==> src/rtl/core/ded_pkg.sv <==
// Types, codes and constants of the ducking envelope controller
package ded_pkg;

  localparam int TickW  = 8;
  localparam int TimeW  = 16;
  localparam int MsW    = 15;
  localparam int LevelW = 17;
  localparam int ReqW   = 16;
  localparam int FracW  = 16;
  localparam int QuotW  = TickW + FracW;
  localparam int DivCntW = $clog2(QuotW);
  localparam int CfgIdxW = 3;
  localparam int CfgW   = 17;

  localparam logic [LevelW-1:0] FullLevel = LevelW'(65536);
  localparam logic [TimeW-1:0]  TimeMax   = '1;

  // Reset values of the current times and the register defaults
  localparam logic [MsW-1:0] RstCurFadeOut  = MsW'(7500);
  localparam logic [MsW-1:0] RstCurDelay    = MsW'(2000);
  localparam logic [MsW-1:0] RstCurFadeIn   = MsW'(1000);
  localparam logic [MsW-1:0] RstDfltFadeOut = MsW'(1000);
  localparam logic [MsW-1:0] RstDfltDelay   = MsW'(2000);
  localparam logic [MsW-1:0] RstDfltFadeIn  = MsW'(7500);
  localparam logic [LevelW-1:0] RstMaxLevel  = LevelW'(65536);
  localparam logic [LevelW-1:0] RstSoftLevel = LevelW'(16384);

  // Bit positions in the default-in-use flags
  localparam int FlagOut   = 0;
  localparam int FlagDelay = 1;
  localparam int FlagIn    = 2;

  typedef enum logic [1:0] {
    PH_WAIT = 2'd0,
    PH_PLAY = 2'd1,
    PH_STOP = 2'd2
  } phase_t;

  typedef enum logic {
    KIND_TICK = 1'b0,
    KIND_STOP = 1'b1
  } kind_t;

  typedef enum logic [CfgIdxW-1:0] {
    CFG_FADE_OUT  = 3'd0,
    CFG_DELAY     = 3'd1,
    CFG_FADE_IN   = 3'd2,
    CFG_MAX_LEVEL = 3'd3,
    CFG_SOFT_MAX  = 3'd4
  } cfg_idx_t;

  typedef struct packed {
    logic                   kind;
    logic [TickW-1:0]       tick_ms;
    logic                   soft_mode;
    logic signed [ReqW-1:0] fade_out_req;
    logic signed [ReqW-1:0] delay_req;
    logic signed [ReqW-1:0] fade_in_req;
  } ded_cmd_t;

  typedef struct packed {
    logic [LevelW-1:0] level;
    logic [1:0]        phase_out;
    logic              scene_running;
  } ded_out_t;

  typedef struct packed {
    logic busy;
    logic done;
  } ded_div_stat_t;

endpackage

==> src/rtl/core/ded_if.sv <==
// Valid/ready channel interfaces for command and result items
interface ded_cmd_if import ded_pkg::*; ();
  logic     valid;
  logic     ready;
  ded_cmd_t data;

  modport source (output valid, output data, input ready);
  modport sink (input valid, input data, output ready);
endinterface

interface ded_res_if import ded_pkg::*; ();
  logic     valid;
  logic     ready;
  ded_out_t data;

  modport source (output valid, output data, input ready);
  modport sink (input valid, input data, output ready);
endinterface

==> src/rtl/core/ducking_envelope_controller_core.sv <==
// Ducking envelope controller: phase sequencer, state and output register
//
//   channel  dir  handshake      payload
//   cmd      in   valid/ready    kind, tick_ms, soft_mode, three requests
//   res      out  valid/ready    level, phase_out, scene_running
//   cfg      in   cfg_we         cfg_index, cfg_data (no read-back)
//
// A stop item or a tick that needs no ramp step goes from idle to the push
// state; a ramping tick goes through the divide state, where the bit-serial
// divider forms floor(tick_ms * 65536 / fade), one quotient bit per cycle.
// One item is in work at a time; the next is taken while a result still
// waits in the output register. rst is synchronous and loads the reset values.
// A stalled result holds the sequencer before it loads the next result.
module ducking_envelope_controller_core import ded_pkg::*; (
  input  logic                 clk,
  input  logic                 rst,
  ded_cmd_if.sink              cmd,
  ded_res_if.source            res,
  input  logic                 cfg_we,
  input  logic [CfgIdxW-1:0]   cfg_index,
  input  logic [CfgW-1:0]      cfg_data
);

  typedef enum logic [1:0] {
    S_IDLE,
    S_DIV,
    S_PUSH
  } state_t;

  state_t state;

  // Configuration registers
  logic [MsW-1:0]    dflt_fade_out;
  logic [MsW-1:0]    dflt_delay;
  logic [MsW-1:0]    dflt_fade_in;
  logic [LevelW-1:0] max_lvl;
  logic [LevelW-1:0] soft_lvl;

  // Envelope state
  phase_t            phase;
  logic [TimeW-1:0]  phase_time;
  logic [LevelW-1:0] level;
  logic [MsW-1:0]    cur_fade_out;
  logic [MsW-1:0]    cur_delay;
  logic [MsW-1:0]    cur_fade_in;
  logic [2:0]        dflt_flags;
  logic              scene_on;
  logic              ramp_up;

  // Output register
  logic              res_valid;
  ded_out_t          res_data;

  logic              accept;
  logic [LevelW-1:0] target;
  logic [TimeW:0]    time_sum;
  logic [TimeW-1:0]  time_add;
  logic              need_div;
  logic [MsW-1:0]    fade_sel;
  logic [MsW-1:0]    div_den;
  ded_div_stat_t     div_stat;
  logic [QuotW-1:0]  quot;
  logic [QuotW:0]    up_sum;
  logic [LevelW-1:0] up_lvl;
  logic [LevelW-1:0] dn_lvl;
  logic [MsW-1:0]    new_fade_out;
  logic [MsW-1:0]    new_delay;
  logic [MsW-1:0]    new_fade_in;

  // Pick request or default, min-combine with a pending request, floor fades
  function automatic logic [MsW-1:0] combine(logic [ReqW-1:0] req,
                                             logic [MsW-1:0] dflt,
                                             logic [MsW-1:0] cur,
                                             logic is_dflt,
                                             logic floor1);
    logic [MsW-1:0] v;
    v = req[ReqW-1] ? dflt : req[MsW-1:0];
    if (!is_dflt && (cur < v)) v = cur;
    if (floor1 && (v == '0)) v = MsW'(1);
    return v;
  endfunction

  assign accept    = cmd.valid && cmd.ready;
  assign cmd.ready = (state == S_IDLE);

  // Target, saturating timer and ramp decision for the incoming tick
  always_comb begin
    target   = cmd.data.soft_mode ? soft_lvl : max_lvl;
    time_sum = {1'b0, phase_time} + (TimeW + 1)'(cmd.data.tick_ms);
    time_add = time_sum[TimeW] ? TimeMax : time_sum[TimeW-1:0];
    need_div = (cmd.data.kind == KIND_TICK) && scene_on &&
               (((phase == PH_PLAY) && (level != target)) ||
                ((phase == PH_STOP) && (level != '0)));
    fade_sel = (phase == PH_PLAY) ? cur_fade_in : cur_fade_out;
    div_den  = (fade_sel == '0) ? MsW'(1) : fade_sel;
  end

  // Stop request times
  always_comb begin
    new_fade_out = combine(cmd.data.fade_out_req, dflt_fade_out, cur_fade_out,
                           dflt_flags[FlagOut], 1'b1);
    new_delay    = combine(cmd.data.delay_req, dflt_delay, cur_delay,
                           dflt_flags[FlagDelay], 1'b0);
    new_fade_in  = combine(cmd.data.fade_in_req, dflt_fade_in, cur_fade_in,
                           dflt_flags[FlagIn], 1'b1);
  end

  ded_div u_div (
    .clk      (clk),
    .rst      (rst),
    .start    (accept && need_div),
    .dividend ({cmd.data.tick_ms, FracW'(0)}),
    .divisor  (div_den),
    .stat     (div_stat),
    .quotient (quot)
  );

  // Apply the step: clamp at full going up, at zero going down
  always_comb begin
    up_sum = (QuotW + 1)'(level) + (QuotW + 1)'(quot);
    up_lvl = (up_sum > (QuotW + 1)'(FullLevel)) ? FullLevel : up_sum[LevelW-1:0];
    dn_lvl = (quot >= QuotW'(level)) ? '0 : (level - quot[LevelW-1:0]);
  end

  // Configuration writes
  always_ff @(posedge clk) begin
    if (rst) begin
      dflt_fade_out <= RstDfltFadeOut;
      dflt_delay    <= RstDfltDelay;
      dflt_fade_in  <= RstDfltFadeIn;
      max_lvl       <= RstMaxLevel;
      soft_lvl      <= RstSoftLevel;
    end else if (cfg_we) begin
      unique case (cfg_index)
        CFG_FADE_OUT:  dflt_fade_out <= cfg_data[MsW-1:0];
        CFG_DELAY:     dflt_delay    <= cfg_data[MsW-1:0];
        CFG_FADE_IN:   dflt_fade_in  <= cfg_data[MsW-1:0];
        CFG_MAX_LEVEL: max_lvl       <= cfg_data[LevelW-1:0];
        CFG_SOFT_MAX:  soft_lvl      <= cfg_data[LevelW-1:0];
        default: ;
      endcase
    end
  end

  // Sequencer, envelope state and output register
  always_ff @(posedge clk) begin
    if (rst) begin
      state        <= S_IDLE;
      phase        <= PH_WAIT;
      phase_time   <= '0;
      level        <= '0;
      cur_fade_out <= RstCurFadeOut;
      cur_delay    <= RstCurDelay;
      cur_fade_in  <= RstCurFadeIn;
      dflt_flags   <= '1;
      scene_on     <= 1'b0;
      ramp_up      <= 1'b0;
      res_valid    <= 1'b0;
    end else begin
      // drop a taken result; the push state reloads the register itself
      if (res_valid && res.ready && (state != S_PUSH)) res_valid <= 1'b0;
      unique case (state)
        S_IDLE: begin
          if (accept) begin
            if (cmd.data.kind == KIND_STOP) begin
              cur_fade_out <= new_fade_out;
              cur_delay    <= new_delay;
              cur_fade_in  <= new_fade_in;
              dflt_flags   <= '0;
              phase        <= PH_STOP;
              phase_time   <= '0;
            end else begin
              unique case (phase)
                PH_WAIT: begin
                  if (phase_time > {1'b0, cur_delay}) begin
                    scene_on              <= 1'b1;
                    cur_delay             <= dflt_delay;
                    dflt_flags[FlagDelay] <= 1'b1;
                    level                 <= '0;
                    phase                 <= PH_PLAY;
                    phase_time            <= '0;
                  end else begin
                    phase_time <= time_add;
                  end
                end
                PH_PLAY: begin
                  if (!scene_on) begin
                    phase      <= PH_WAIT;
                    phase_time <= '0;
                  end else begin
                    if (level == target) begin
                      cur_fade_in        <= dflt_fade_in;
                      dflt_flags[FlagIn] <= 1'b1;
                    end
                    ramp_up    <= (level < target);
                    phase_time <= time_add;
                  end
                end
                PH_STOP: begin
                  if (scene_on && (level != '0)) begin
                    ramp_up    <= 1'b0;
                    phase_time <= time_add;
                  end else begin
                    if (scene_on) begin
                      cur_fade_out        <= dflt_fade_out;
                      dflt_flags[FlagOut] <= 1'b1;
                      scene_on            <= 1'b0;
                    end
                    phase      <= PH_WAIT;
                    phase_time <= TimeW'(cmd.data.tick_ms);
                  end
                end
                default: ;
              endcase
            end
            state <= need_div ? S_DIV : S_PUSH;
          end
        end
        S_DIV: begin
          if (div_stat.done) begin
            level <= ramp_up ? up_lvl : dn_lvl;
            state <= S_PUSH;
          end
        end
        S_PUSH: begin
          // hold until the output register is free
          if (!res_valid || res.ready) begin
            res_valid              <= 1'b1;
            res_data.level         <= level;
            res_data.phase_out     <= phase;
            res_data.scene_running <= scene_on;
            state                  <= S_IDLE;
          end
        end
        default: state <= S_IDLE;
      endcase
    end
  end

  assign res.valid = res_valid;
  assign res.data  = res_data;

endmodule

==> src/rtl/core/ded_div.sv <==
// Bit-serial restoring divider for the ramp step, one quotient bit per cycle
module ded_div import ded_pkg::*; (
  input  logic               clk,
  input  logic               rst,
  input  logic               start,
  input  logic [QuotW-1:0]   dividend,
  input  logic [MsW-1:0]     divisor,
  output ded_div_stat_t      stat,
  output logic [QuotW-1:0]   quotient
);

  logic [QuotW-1:0]   q;
  logic [MsW-1:0]     rem;
  logic [MsW-1:0]     den;
  logic [DivCntW-1:0] cnt;
  logic               busy;
  logic               done;

  logic [MsW:0] rem_sh;
  logic [MsW:0] diff;
  logic         ge;

  // Shift in the next dividend bit and trial-subtract
  always_comb begin
    rem_sh = {rem, q[QuotW-1]};
    diff   = rem_sh - {1'b0, den};
    ge     = (rem_sh >= {1'b0, den});
  end

  always_ff @(posedge clk) begin
    if (rst) begin
      busy <= 1'b0;
      done <= 1'b0;
    end else begin
      done <= 1'b0;
      if (start) begin
        q    <= dividend;
        rem  <= '0;
        den  <= divisor;
        cnt  <= DivCntW'(QuotW - 1);
        busy <= 1'b1;
      end else if (busy) begin
        q   <= {q[QuotW-2:0], ge};
        rem <= ge ? diff[MsW-1:0] : rem_sh[MsW-1:0];
        if (cnt == '0) begin
          busy <= 1'b0;
          done <= 1'b1;
        end else begin
          cnt <= cnt - DivCntW'(1);
        end
      end
    end
  end

  assign stat.busy = busy;
  assign stat.done = done;
  assign quotient  = q;

endmodule

==> src/flat_wrapper.sv <==
// flat-port wrapper written by rule: the top's interface ports become plain ports
module ducking_envelope_controller_core_flat import ded_pkg::*;
  (clk, rst, cfg_we, cfg_index, cfg_data, cmd_valid, cmd_data, cmd_ready, res_valid, res_data, res_ready);
  ded_cmd_if cmd_i ();
  ded_res_if res_i ();
  input  logic clk;
  input  logic rst;
  input  logic cfg_we;
  input  logic [CfgIdxW-1:0] cfg_index;
  input  logic [CfgW-1:0] cfg_data;
  input wire logic [$bits(cmd_i.valid)-1:0] cmd_valid;
  input wire logic [$bits(cmd_i.data)-1:0] cmd_data;
  output wire logic [$bits(cmd_i.ready)-1:0] cmd_ready;
  output wire logic [$bits(res_i.valid)-1:0] res_valid;
  output wire logic [$bits(res_i.data)-1:0] res_data;
  input wire logic [$bits(res_i.ready)-1:0] res_ready;
  assign cmd_i.valid = cmd_valid;
  assign cmd_i.data = cmd_data;
  assign cmd_ready = cmd_i.ready;
  assign res_valid = res_i.valid;
  assign res_data = res_i.data;
  assign res_i.ready = res_ready;
  ducking_envelope_controller_core u_core (.clk(clk), .rst(rst), .cmd(cmd_i), .res(res_i), .cfg_we(cfg_we), .cfg_index(cfg_index), .cfg_data(cfg_data));
endmodule
==> config.mk <==
export PLATFORM = sky130hd
export DESIGN_NAME = ducking_envelope_controller_core_flat
export DESIGN_NICKNAME = d
export VERILOG_FILES = /design/src/rtl/core/ded_pkg.sv /design/src/rtl/core/ded_if.sv /design/src/rtl/core/ducking_envelope_controller_core.sv /design/src/rtl/core/ded_div.sv /design/src/flat_wrapper.sv
export SDC_FILE = /design/constraint.sdc
export NUM_CORES = 1
export LEC_CHECK = 0
export BUFFER_PORTS_ARGS = -buffer_cell sky130_fd_sc_hd__buf_4
export CORE_MARGIN = 8
export CORE_UTILIZATION = 55
export CTS_BUF_LIST = sky130_fd_sc_hd__clkbuf_8
export CTS_CLUSTER_SIZE = 10
export DETAILED_ROUTE_END_ITERATION = 8
export PLACE_DENSITY = 0.72
export SYNTH_ARGS = -nofsm -noshare
export SYNTH_HDL_FRONTEND = slang
export SYNTH_SLANG_ARGS = --single-unit
==> constraint.sdc <==
create_clock -name clk -period 9.7 [get_ports clk]
set_input_delay 0.97 -clock clk [delete_from_list [all_inputs] [get_ports clk]]
set_output_delay 0.97 -clock clk [all_outputs]
set_load 0.01 [all_outputs]
# Word level (Yosys, flattened, before mapping)
# Index checks and enable logic that the tools add are counted.
# Widths: inputs -> output; s select.
dict set report word_totals {
  reg_bits 248
  latchBits 0
  ram_bits 0
  romBits 0
  output_inout_bits 22
  memories 0
}
dict set report op_classes {
  add_sub_neg 5
  mul 0
  n_div 0
  order_cmp 8
  eq_ne 27
  shift 0
  n_mux 73
  bitwise 3
  n_reduce_logical 57
}
# cell n
set ops {}
lappend ops {{$mux 15} 22}
lappend ops {{$mux 17} 9}
lappend ops {{$mux 16} 5}
lappend ops {{$mux 24} 2}
lappend ops {{$pmux 16 s3} 1}
lappend ops {{$logic_not 15->1} 3}
lappend ops {{$lt 15x15->1} 3}
lappend ops {{$pmux 17 s2} 1}
lappend ops {{$add 17x24->25} 1}
lappend ops {{$gt 25x17->1 const B} 1}
lappend ops {{$ge 24x17->1} 1}
lappend ops {{$reduce_and 6->1} 4}
lappend ops {{$ne 2x2->1 const B} 11}
lappend ops {{$reduce_bool 2->1} 10}
lappend ops {{$mux 1} 18}
lappend ops {{$add 16x8->17} 1}
lappend ops {{$eq 17x17->1} 1}
lappend ops {{$lt 17x17->1} 1}
lappend ops {{$ne 17x17->1} 1}
lappend ops {{$reduce_bool 17->1} 1}
lappend ops {{$sub 17x17->17} 1}
lappend ops {{$ge 16x15->1} 1}
lappend ops {{$gt 16x15->1} 1}
lappend ops {{$mux 2} 8}
lappend ops {{other kinds (27)} 65}

# Depth between registers and ports, before layout
# Gate-level depths: netlist of run 1.
dict set report logic_depth {
  depth_word 8
  mapped_depth 15
  depth_no_buf 13
}

# Cells and area by module
# Synthesis of run 1 repeated with hierarchy kept, for this count alone.
dict set report hier_totals {
  cells_unflattened 1885
  hier_area_um2 16428.3
}
# mod n_inst cells_per_inst area_each_um2 seq_area_each_um2
set modules_own_cells {}
lappend modules_own_cells {ducking_envelope_controller_core 1 1620 13165.1 3943.8}
lappend modules_own_cells {ded_div 1 265 3263.1 1811.7}

# Worst setup path before layout of run 1
# OpenSTA, ideal clock, no wires.
dict set report synth_timing {
  kind {input-to-reg}
  start {input port cmd_data[48]}
  end {register u_core.u_div.q[0] (netlist: u_core.u_div.quotient[0]) (enable)}
  setup_ns 0.436
  arrival_time_ns 4.641
  required_ns 9.264
  path_slack_ns 4.624
  path_stages 12
  path_buffers 2
  cell_sequence {clkbuf_1 -> clkbuf_1 -> mux2i_1 -> ha_1 -> nand4_1 -> nor2_1 -> nand2_1 -> nand2_1 -> a21oi_1 -> and2_1 -> nor2_1 -> nor2_1}
}
dict set report synth_via {
  elab_chain_len 8
}
# item line
set synth_rtl {}
lappend synth_rtl {{start: declaration} flat_wrapper.sv:12} ;# input wire logic [$bits(cmd_i.data)-1:0] cmd_data;
lappend synth_rtl {{$mux 17} ducking_envelope_controller_core.sv:88} ;# target = cmd.data.soft_mode ? soft_lvl : max_lvl;
lappend synth_rtl {{$ne 17x17->1} ducking_envelope_controller_core.sv:92} ;# (((phase == PH_PLAY) && (level != target)) ||
lappend synth_rtl {{$logic_and 1x1->1} ducking_envelope_controller_core.sv:92}
lappend synth_rtl {{$logic_or 1x1->1} ducking_envelope_controller_core.sv:92}
lappend synth_rtl {{$logic_and 1x1->1} ducking_envelope_controller_core.sv:91} ;# need_div = (cmd.data.kind == KIND_TICK) && scene_on &&
lappend synth_rtl {{$logic_and 1x1->1} ducking_envelope_controller_core.sv:111} ;# .start (accept && need_div),
lappend synth_rtl {{$reduce_bool 2->1 (no source line)} -}
lappend synth_rtl {{$reduce_and 2->1 (no source line)} -}
lappend synth_rtl {{end signal: assignment} ded_div.sv:37} ;# q <= dividend;
lappend synth_rtl {{end signal: assignment} ded_div.sv:43} ;# q <= {q[QuotW-2:0], ge};
lappend synth_rtl {{end: declaration} ded_div.sv:12} ;# logic [QuotW-1:0] q;
# No other way between the ends.
# A chain may end at the register's enable or synchronous reset.

# Worst setup path in the final report of run 1
dict set report layout_timing {
  start {register u_core.level[0]}
  end {register u_core.level[16]}
}
dict set report layout_via {
  elab_chain_len 6
  elab_cells_between_ends 9
  cone_classes {2 x add/sub; 2 x order compare; 5 x mux}
}
# item line
set layout_rtl {}
lappend layout_rtl {{start: declaration} ducking_envelope_controller_core.sv:42} ;# logic [LevelW-1:0] level;
lappend layout_rtl {{start signal: assignment} ducking_envelope_controller_core.sv:221} ;# level <= ramp_up ? up_lvl : dn_lvl;
lappend layout_rtl {{$add 17x24->25} ducking_envelope_controller_core.sv:120} ;# up_sum = (QuotW + 1)'(level) + (QuotW + 1)'(quot);
lappend layout_rtl {{$gt 25x17->1} ducking_envelope_controller_core.sv:121} ;# up_lvl = (up_sum > (QuotW + 1)'(FullLevel)) ? FullLevel : up_sum[LevelW-1:0];
lappend layout_rtl {{$mux 17} ducking_envelope_controller_core.sv:121}
lappend layout_rtl {{$mux 17 *} ducking_envelope_controller_core.sv:221}
lappend layout_rtl {{$mux 17 *} ducking_envelope_controller_core.sv:220} ;# if (div_stat.done) begin
lappend layout_rtl {{$pmux 17 s2 *} ducking_envelope_controller_core.sv:162} ;# unique case (state)
# Every way passes the cells marked *; elsewhere a longest branch is shown, timed or not. The select of a mux whose other input is x is not followed.

==> qor.csv, run 1 <==
stage,metric,value,unit
detailed_routing,dr.pass1.iters,5,
timing,fmax,256,MHz
timing,holdWs,0.459,ns
logic_synthesis,synth.avg_cell_area,8.55,sq um
setup_path,endpoint_kind,register,
setup_path,critPathKind,reg2reg,
hold_path,min_path_type,reg2reg,
placed_design,numPortBuffers,104,
cts,cts_buffers,43,
floorplan,dieArea,0.0362,sq mm
timing,fin_skew,0.0390,ns
setup_path,start_kind,register,
cts,insertion_delay,0.57,ns
timing,rsz0062_at_grt,false,
logic_synthesis,netlist_area,0.0167,sq mm
logic_synthesis,synth-edff-count,79,
setup_path,worstPathRequired,10.14,ns
flow_run,drv_cap,0,
floorplan,num_io_pins,105,
floorplan,core,0.0303,sq mm
cts,cts_tree,built,
power_and_ir_drop,p_leak,7.84,nW
logic_synthesis,netlist-cell-type-count,101,
grt,grt_max_degree,98,
logic_synthesis,synth_top_area_share,20.3,%
floorplan,num_rows,64,
setup_path,cp_slowest_cell,a221oi_4,
power_and_ir_drop,power_density,129,mW/mm^2
logic_synthesis,synthArstFlopShare,0,%
floorplan,die_h,190,um
detailed_routing,drt-initial-drc-count,1395,
outcome,status,"finished, final reports clean",
setup_path,path_delay_family,compound AO/OA/AOI/OAI gates,
cts,cts_max_path_buffers,3,
finish,final_nets,2256,
grt,grt_pass1_wl,79400,um
cts,post_cts_buffers,0,
grt,first_global_vias,14600,
grt,grt.total_usage,26.9,%
finish,antennaDiodeCount,0,
setup_path,cp_max_fo,13,
floorplan,fp.dieW,190,um
timing,worst_pin_slew,1.13,ns
placed_design,dp_hpwl,36700,um
logic_synthesis,synth_nets,2192,
logic_synthesis,synth_area_leaders,"dfxtp_1 (20%), edfxtp_1 (14%), ha_1 (11%), nand2_1 (5.9%), mux2i_1 (5.2%)",
logic_synthesis,synthTopCellsByCount,"nand2_1 (264), dfxtp_1 (169), a21oi_1 (154)",
timing,setup_tns,0,ns
setup_path,max_stage_delay,0.75,ns
grt,antenna_found_initial,0,
detailed_routing,vias,15100,
timing,setup_ws,5.80,ns
timing,finalHoldViolations,0,
cts,cts_num_sinks,248,
cts,path_clk_slew,0.06,ns
logic_synthesis,yosys_warnings,0,
logic_synthesis,ys_ff_latch,248,
setup_path,critPathArrivalTime,4.34,ns
setup_path,cp.buffers_inverters,1,
timing,maxSlewHeadroom,24.4,%
timing,period_needed,3.90,ns
logic_synthesis,yosysTopAreaCell,dfxtp_1,
finish,area_growth,11.0,%
placed_design,pre_cts_ws,5.33,ns
detailed_routing,final_antenna_net_count,0,
cts,root_buffer,clkbuf_8,
grt,overflow,0,
cts,cts_resized,0,
detailed_routing,routedWlPerCell,20.3,um
detailed_routing,drc_errors,0,
cts,hold_buffers,0,
setup_path,crit_chain,ha_1 > inv_1 > fa_1 > nor2_1 > o211ai_2 > a211oi_2 > nor3_1 > a311oi_1 > o2111ai_2 > a221oi_4 > nand3_1 > a32o_1,
finish,drive_gt1_share,12.3,%
logic_synthesis,postSynthCellCount,1953,
logic_synthesis,synth_ff_type,dfxtp_1,
detailed_routing,vias_per_cell,6.16,
cts,h-tree-depth,2,
floorplan,initial_core_util,55.2,%
logic_synthesis,seq_area_frac_synth,34.5,%
timing,period_share,40.2,%
timing,setup_violations,0,
detailed_routing,drt_wl_total,49600,um
power_and_ir_drop,ir_drop,0.153,mV
logic_synthesis,yosysMostFrequentCell,nand2_1,
timing,slew_violations,0,
placed_design,gp_congestion,0.933,
[through the flow]
step	util [%]	total power, mW	instances	area (sq um)
floorplan	-	1.32	1953	16700
global route	61.2	2.48	2448	18500
CTS	61.2	2.40	2448	18500
finish	61.2	2.38	2448	18500
global placement	58.4	1.42	2368	17700
detailed placement	58.4	1.43	2368	17700
[placed cells by master (no fill, tap or decap), types with 28 or more instances in the layout]
cell / count
mux2i_1: 86
clkbuf_8: 48
nand3b_1: 28
a21oi_1: 154
nand2_1: 264
nor2_1: 135
inv_1: 148
dfxtp_1: 169
nand4_1: 29
nand3_1: 50
edfxtp_1: 79
o21ai_0: 70
ha_1: 152
buf_4: 116
[power breakdown]
group,internal [mW],leakage [nW],switching (mW),total (mW)
Combinational,0.123,5.24,0.166,0.289
Sequential,1.10,2.11,0.0307,1.13
Clock,0.514,0.490,0.455,0.970
Total,1.73,7.84,0.652,2.38
[worst paths after layout]
kind                              startpoint                               to  slack (ns)  cells after the start
min          u_core.soft_lvl[8]$_SDFFE_PP0P_  u_core.soft_lvl[8]$_SDFFE_PP0P_        0.46                      2
min reg2reg  u_core.soft_lvl[8]$_SDFFE_PP0P_  u_core.soft_lvl[8]$_SDFFE_PP0P_        0.46                      2
max reg2reg     u_core.level[0]$_SDFFE_PP0P_    u_core.level[16]$_SDFFE_PP0P_        5.80                     12
max             u_core.level[0]$_SDFFE_PP0P_    u_core.level[16]$_SDFFE_PP0P_        5.80                     12
[worst min-delay path: cells and delay by family (launching register included)]
kind | cells | cell delay [ns]
flops | 1 | 0.31
simple gates | 1 | 0.05
compound gates | 1 | 0.05
[registers in the layout, indices dropped and copies added (netlist names)]
| register | cells |
|---|---|
| u_core.cur_delay | 15 |
| u_core.cur_fade_in | 15 |
| u_core.cur_fade_out | 15 |
| u_core.dflt_delay | 15 |
| u_core.dflt_fade_in | 15 |
| u_core.dflt_fade_out | 15 |
| u_core.dflt_flags | 3 |
| u_core.level | 17 |
| u_core.max_lvl | 17 |
| u_core.phase | 2 |
| u_core.phase_time | 16 |
| u_core.ramp_up | 1 |
| u_core.res.data | 20 |
| u_core.res.valid | 1 |
| u_core.scene_on | 1 |
| u_core.soft_lvl | 17 |
| u_core.state | 2 |
| u_core.u_div.busy | 1 |
| u_core.u_div.cnt | 5 |
| u_core.u_div.den | 15 |
| u_core.u_div.done | 1 |
| u_core.u_div.quotient | 24 |
| u_core.u_div.rem | 15 |
[area by class of cell]
type	instances	area (sq um)
flip-flops and latches	248	5760
clock inverters	32	205
clock buffers	48	661
well taps	396	495
repair buffers	116	871
multi-input cells	1469	10000
fillers	2698	11700
inverters	139	522
[cell families after synthesis]
kind of cell    count (synthesis)  synth area share (%)
flops                         248                  34.5
simple gates                  687                  19.9
compound gates                487                  19.9
buf+inv                       236                  5.60
mux                           107                  6.57
fa+ha+maj                     156                  11.9
xor+xnor                       32                  1.68
[layer usage]
metal  share of wire [%]  track usage [%]  wire length [um]
met1                  45             37.6             22400
met2                  45             42.5             22500
met3                 6.4             3.73              3160
met4                 3.2             8.71              1580
met5                   0                0                 0
(Power assumes the default switching activity.)
==> inputs of run 2 (changes only) <==
--- a/config.mk
+++ b/config.mk
@@ -11,7 +11,7 @@
 export CTS_BUF_LIST = sky130_fd_sc_hd__clkbuf_8
 export CTS_CLUSTER_SIZE = 10
 export DETAILED_ROUTE_END_ITERATION = 8
-export PLACE_DENSITY = 0.72
+export PLACE_DENSITY = 0.75
 export SYNTH_ARGS = -nofsm -noshare
 export SYNTH_HDL_FRONTEND = slang
 export SYNTH_SLANG_ARGS = --single-unit
==> constraint.sdc (replaced) <==
create_clock -name clk -period 3.3 [get_ports clk]
set_input_delay 0.33 -clock clk [delete_from_list [all_inputs] [get_ports clk]]
set_output_delay 0.33 -clock clk [all_outputs]
set_load 0.01 [all_outputs]
==> run 2 against run 1 <==
Fmax is 20% higher. Routed wire length rose by 2.3%. Critical path depth is 1 higher. Setup slack worse by 5.7 ns. Sequential power grew to 2.9 times the previous value. Register-to-register slack got worse by 5.7 ns. Via count rose by 3.0%. Largest cell class unchanged. Total power rose to 3.0 times the previous value. Highest routed layer unchanged. Global-route usage grew 0.47 points. Die area unchanged. Sequential share of layout area shrank 1.4 points. Largest power group unchanged.
==> qor.csv, run 2 (synthesis gave the netlist of run 1 again) <==
stage,metric,value,unit
finish,fin_util,64.2,%
grt,antenna_found_initial,0,
hold_path,min_path_type,in2reg,
setup_path,worstPathRequired,3.78,ns
detailed_routing,drt_wl_total,50800,um
placed_design,dp_hpwl,37500,um
detailed_routing,dr.pass1.iters,5,
cts,cts_num_sinks,248,
placed_design,gp_congestion,0.976,
detailed_routing,vias_per_cell,6.14,
timing,setup_violations,0,
timing,rsz0062_at_grt,true,
setup_path,endpoint_kind,register,
setup_path,path_delay_family,compound AO/OA/AOI/OAI gates,
floorplan,num_rows,64,
timing,period_needed,3.24,ns
setup_path,crit_chain,ha_2 > inv_1 > fa_2 > nor2_2 > o211ai_4 > a211oi_4 > nor3_2 > a311oi_2 > o2111ai_2 > a221oi_4 > buf_12 > nand3_1 > a32o_1,
setup_path,max_stage_delay,0.39,ns
power_and_ir_drop,power_density,371,mW/mm^2
setup_path,critPathKind,reg2reg,
setup_path,cp.buffers_inverters,2,
setup_path,cp_slowest_cell,edfxtp_1,
detailed_routing,vias,15500,
timing,maxSlewHeadroom,33.4,%
timing,finalHoldViolations,0,
setup_path,critPathArrivalTime,3.72,ns
detailed_routing,routedWlPerCell,20.1,um
finish,final_common_cell,nand2_1,
setup_path,start_kind,register,
timing,fmax,308,MHz
finish,final_nets,2339,
finish,area_growth,16.4,%
flow_run,drv_cap,0,
floorplan,initial_core_util,55.2,%
finish,largest_reg_flops,24,
grt,grt.total_usage,27.4,%
timing,slew_violations,0,
cts,path_clk_slew,0.06,ns
grt,first_global_vias,15300,
detailed_routing,drt-initial-drc-count,1279,
power_and_ir_drop,ir_drop,0.427,mV
finish,stdcell_count,2531,
floorplan,num_io_pins,105,
placed_design,numPortBuffers,104,
cts,insertion_delay,0.58,ns
grt,grt_max_degree,94,
cts,h-tree-depth,2,
cts,root_buffer,clkbuf_8,
grt,overflow,0,
detailed_routing,drc_errors,0,
finish,antennaDiodeCount,0,
detailed_routing,final_antenna_net_count,0,
finish,nFillCells,2526,
floorplan,core,0.0303,sq mm
floorplan,dieArea,0.0362,sq mm
floorplan,fp.dieW,190,um
cts,cts_max_path_buffers,3,
setup_path,cp_max_fo,5,
grt,grt_pass1_wl,80800,um
finish,drive_gt1_share,16.8,%
cts,cts_buffers,45,
placed_design,dp.cells,2439,
outcome,status,"finished, final reports clean",
timing,worst_pin_slew,0.995,ns
power_and_ir_drop,p_leak,8.33,nW
timing,period_share,98.3,%
floorplan,die_h,190,um
timing,fin_skew,0.0434,ns
finish,final_cell_mix,"nand2_1 (264), buf_4 (189), dfxtp_1 (169)",
cts,cts_tree,built,
==> run 2: cell types whose count changed in the layout (fill, tap and decap cells not counted), sizes merged <==
cell / before / now
clkinv: 15 / 10
inv: 152 / 154
clkinvlp: 2 / 0
buf: 116 / 194
dlygate4sd3: 0 / 2
clkbuf: 48 / 56
==> run 2: metrics by stage <==
stage	TNS (ns)	power, mW	area, sq um	worst slack, ns	hold slack, ns
CTS	0	7.22	19200	0.0155	0.0115
global placement	0	4.20	18300	0.0847	0.441
detailed placement	-0.206	4.23	18300	-0.0895	0.446
finish	0	7.21	19400	0.0575	0.0272
global route	-0.0598	7.47	19400	-0.0444	0.0345
floorplan	0	3.89	16700	0.0428	0.433
==> run 2: tightest hold or removal path: stages <==
cell and delay, ns:
buf_4 0.08, nand2b_1 0.09, a21oi_1 0.05
==> run 2: final timing paths <==
kind                                          end  depth (start not counted)  slack [ns]                                   start
setup / recovery    u_core.level[16]$_SDFFE_PP0P_                         13        0.06  u_core.u_div.quotient[0]$_SDFFCE_PP0P_
hold / removal        u_core.res.valid$_SDFF_PP0_                          3        0.03                               res_ready
setup reg to reg    u_core.level[16]$_SDFFE_PP0P_                         13        0.06  u_core.u_div.quotient[0]$_SDFFCE_PP0P_
hold reg to reg   u_core.soft_lvl[4]$_SDFFE_PP0P_                          2        0.45         u_core.soft_lvl[4]$_SDFFE_PP0P_
==> run 2: final cells by class <==
class	count	area (sq um)	share of cell area (%)
Clock inverter	27	175	0.901
Clock buffer	55	757	3.89
Sequential cell	248	5760	29.6
Tap cell	396	495	2.55
Inverter	139	522	2.68
Multi-Input combinational cell	1469	10200	52.3
Timing Repair Buffer	197	1560	8.04
==> run 2: per-layer routing <==
layer / GRT usage, % / up-vias / share of wire (%)
met3: 3.86 / 138 / 6.7
met4: 12.3 / 0 / 4.3
met2: 44.9 / 635 / 46
met5: 0 / - / 0
met1: 35.5 / 7408 / 43
li1: - / 7360 / -
==> run 2: where the power goes <==
group | internal, mW | switching (mW) | total, mW | leakage (nW)
Sequential | 3.22 | 0.0881 | 3.31 | 2.11
Clock | 1.67 | 1.35 | 3.02 | 0.539
Combinational | 0.380 | 0.500 | 0.880 | 5.68
Total | 5.27 | 1.94 | 7.21 | 8.33
==> run 2: what timing repair did <==
item                                    in CTS  in global routing
setup buffers                                1                  6
gates cloned                                 0                  1
endpoints found under the hold margin        3                  0
hold buffers                                 2                  0
gates resized for setup                      2                 31
endpoints found under the setup margin       8                 21
pin swaps                                    4                 12
==> inputs of run 3 (changes only) <==
--- a/config.mk
+++ b/config.mk
@@ -11,7 +11,7 @@
 export CTS_BUF_LIST = sky130_fd_sc_hd__clkbuf_8
 export CTS_CLUSTER_SIZE = 10
 export DETAILED_ROUTE_END_ITERATION = 8
-export PLACE_DENSITY = 0.75
+export PLACE_DENSITY = 0.72
 export SYNTH_ARGS = -nofsm -noshare
 export SYNTH_HDL_FRONTEND = slang
 export SYNTH_SLANG_ARGS = --single-unit
==> constraint.sdc (replaced) <==
create_clock -name clk -period 3.29 [get_ports clk]
set_input_delay 0.329 -clock clk [delete_from_list [all_inputs] [get_ports clk]]
set_output_delay 0.329 -clock clk [all_outputs]
set_load 0.01 [all_outputs]
==> run 3 against run 2 <==
Sequential share of layout area is essentially flat. Clock skew shrank 0.022 ns. Combinational power hardly changed. Critical endpoint is now u_core.level[14]$_SDFFE_PP0P_.
==> qor.csv, run 3 (synthesis gave the netlist of run 1 again) <==
stage,metric,value,unit
placed_design,pre_cts_ws,-0.0495,ns
cts,path_clk_slew,0.07,ns
setup_path,endpoint_kind,register,
placed_design,dp.cells,2438,
timing,worst_pin_slew,0.988,ns
timing,slew_violations,0,
power_and_ir_drop,p_leak,8.29,nW
setup_path,cp_max_fo,7,
power_and_ir_drop,power_density,364,mW/mm^2
cts,cts_num_sinks,248,
timing,period_needed,3.20,ns
timing,fin_skew,0.0210,ns
placed_design,dp_hpwl,37800,um
cts,insertion_delay,0.57,ns
detailed_routing,routedWlPerCell,20.2,um
timing,holdWs,0.0296,ns
grt,grt_pass1_wl,80600,um
finish,final_nets,2337,
timing,period_share,97.4,%
floorplan,num_io_pins,105,
timing,finalHoldViolations,0,
detailed_routing,drt_wl_total,51200,um
detailed_routing,drc_errors,0,
power_and_ir_drop,p_comb_share,12.4,%
floorplan,fp.dieW,190,um
cts,cts_max_path_buffers,3,
power_and_ir_drop,power.internal,5.11,mW
floorplan,initial_core_util,55.2,%
finish,drive_gt1_share,16.9,%
power_and_ir_drop,p_seq_share,46.9,%
grt,antenna_found_initial,0,
placed_design,placed_area,0.0183,sq mm
placed_design,gp_congestion,0.962,
finish,final_cell_mix,"nand2_1 (264), buf_4 (185), dfxtp_1 (168)",
timing,setup_ws,0.0868,ns
cts,cts_buffers,45,
setup_path,critPathArrivalTime,3.67,ns
grt,overflow,0,
detailed_routing,final_antenna_net_count,0,
outcome,status,"finished, final reports clean",
flow_run,drv_cap,0,
power_and_ir_drop,power_frac_clock,40.7,%
setup_path,r2r_slack,0.09,ns
finish,nFillCells,2656,
detailed_routing,drt-initial-drc-count,1285,
power_and_ir_drop,sw_frac_of_total,27.7,%
finish,largest_reg_flops,24,
setup_path,critPathKind,reg2reg,
timing,fmax,312,MHz
grt,grt.total_usage,27.3,%
finish,final_common_cell,nand2_1,
floorplan,num_rows,64,
timing,setup_violations,0,
timing,maxSlewHeadroom,33.9,%
detailed_routing,dr.pass1.iters,7,
grt,first_global_vias,14900,
floorplan,die_h,190,um
finish,area_growth,16.3,%
setup_path,worstPathRequired,3.76,ns
placed_design,numPortBuffers,104,
grt,grt_max_degree,130,
finish,antennaDiodeCount,0,
power_and_ir_drop,ir_drop,0.369,mV
cts,h-tree-depth,2,
floorplan,core,0.0303,sq mm
cts,root_buffer,clkbuf_8,
cts,cts_tree,built,
detailed_routing,vias,15500,
power_and_ir_drop,switching_power,1.95,mW
floorplan,dieArea,0.0362,sq mm
finish,final_area,0.0194,sq mm
detailed_routing,vias_per_cell,6.11,
setup_path,start_kind,register,
finish,stdcell_count,2530,
hold_path,min_path_type,in2reg,
run 3: cell types whose count changed in the layout (fill, tap and decap cells not counted), sizes merged:
cell | previous run | this run
bufinv | 2 | 1
clkinv | 10 | 16
inv | 154 | 151
clkinvlp | 0 | 3
buf | 194 | 193
clkbuf | 56 | 52
dlygate4sd3 | 2 | 1
run 3: path summary, 6_finish.rpt:
path | startpoint | to | cells past startpoint
setup / recovery | u_core.u_div.quotient[8]$_SDFFCE_PP0P_ | u_core.level[14]$_SDFFE_PP0P_ | 12
hold / removal | cfg_data[15] | u_core.max_lvl[15]$_SDFFE_PP0P_ | 3
setup reg to reg | u_core.u_div.quotient[8]$_SDFFCE_PP0P_ | u_core.level[14]$_SDFFE_PP0P_ | 12
hold reg to reg | u_core.max_lvl[15]$_SDFFE_PP0P_ | u_core.max_lvl[15]$_SDFFE_PP0P_ | 2
run 3: through the flow:
stage / util [%] / TNS [ns] / power (mW)
floorplan: - / 0 / 3.90
detailed placement: 60.5 / -0.213 / 4.24
finish: 64.2 / 0 / 7.07
CTS: 63.5 / 0 / 7.10
global placement: 60.5 / 0 / 4.21
global route: 64.2 / -0.0667 / 7.35
run 3: metal layers:
layer  share of wire [%]  vias up  track usage [%]
met5                   0        -                0
met4                 3.2        0             9.25
met3                 6.5      117             3.53
met2                  47      626             45.5
met1                  43     7365             36.2
li1                    -     7357                -
run 3: area by class of cell:
| class | count | area [sq um] | share of cell area (%) |
|---|---|---|---|
| Multi-Input combinational cell | 1469 | 10200 | 52.5 |
| Sequential cell | 248 | 5760 | 29.6 |
| Timing Repair Buffer | 195 | 1580 | 8.15 |
| Clock buffer | 51 | 702 | 3.61 |
| Inverter | 139 | 522 | 2.69 |
| Tap cell | 396 | 495 | 2.55 |
| Clock inverter | 32 | 171 | 0.882 |
run 3: power groups by stage:
stage | logic, mW | registers, mW | clock network, mW
3_3_place_gp | 0.841 | 3.37 | 0
5_1_grt | 0.967 | 3.32 | 3.06
2_1_floorplan | 0.559 | 3.35 | 0
3_5_place_dp | 0.862 | 3.37 | 0
6_report | 0.877 | 3.31 | 2.88
4_1_cts | 0.869 | 3.31 | 2.92
run 3: critical path: stages, from the launching register on:
cell and delay (ns):
edfxtp_1 0.42, inv_1 0.12, ha_2 0.35, nor2_4 0.20
o2111ai_1 0.24, a211oi_2 0.34, nor3_2 0.10, a311oi_2 0.26
o2111ai_2 0.16, a221oi_4 0.42, buf_12 0.17, a31oi_1 0.10
o31ai_1 0.21
run 3: timing repair:
action	in CTS	in global routing
endpoints found under the hold margin	1	0
resized for setup	0	38
gates cloned	0	1
hold buffers	1	0
setup buffers	3	4
pin swaps	5	15
setup endpoints to repair	6	20
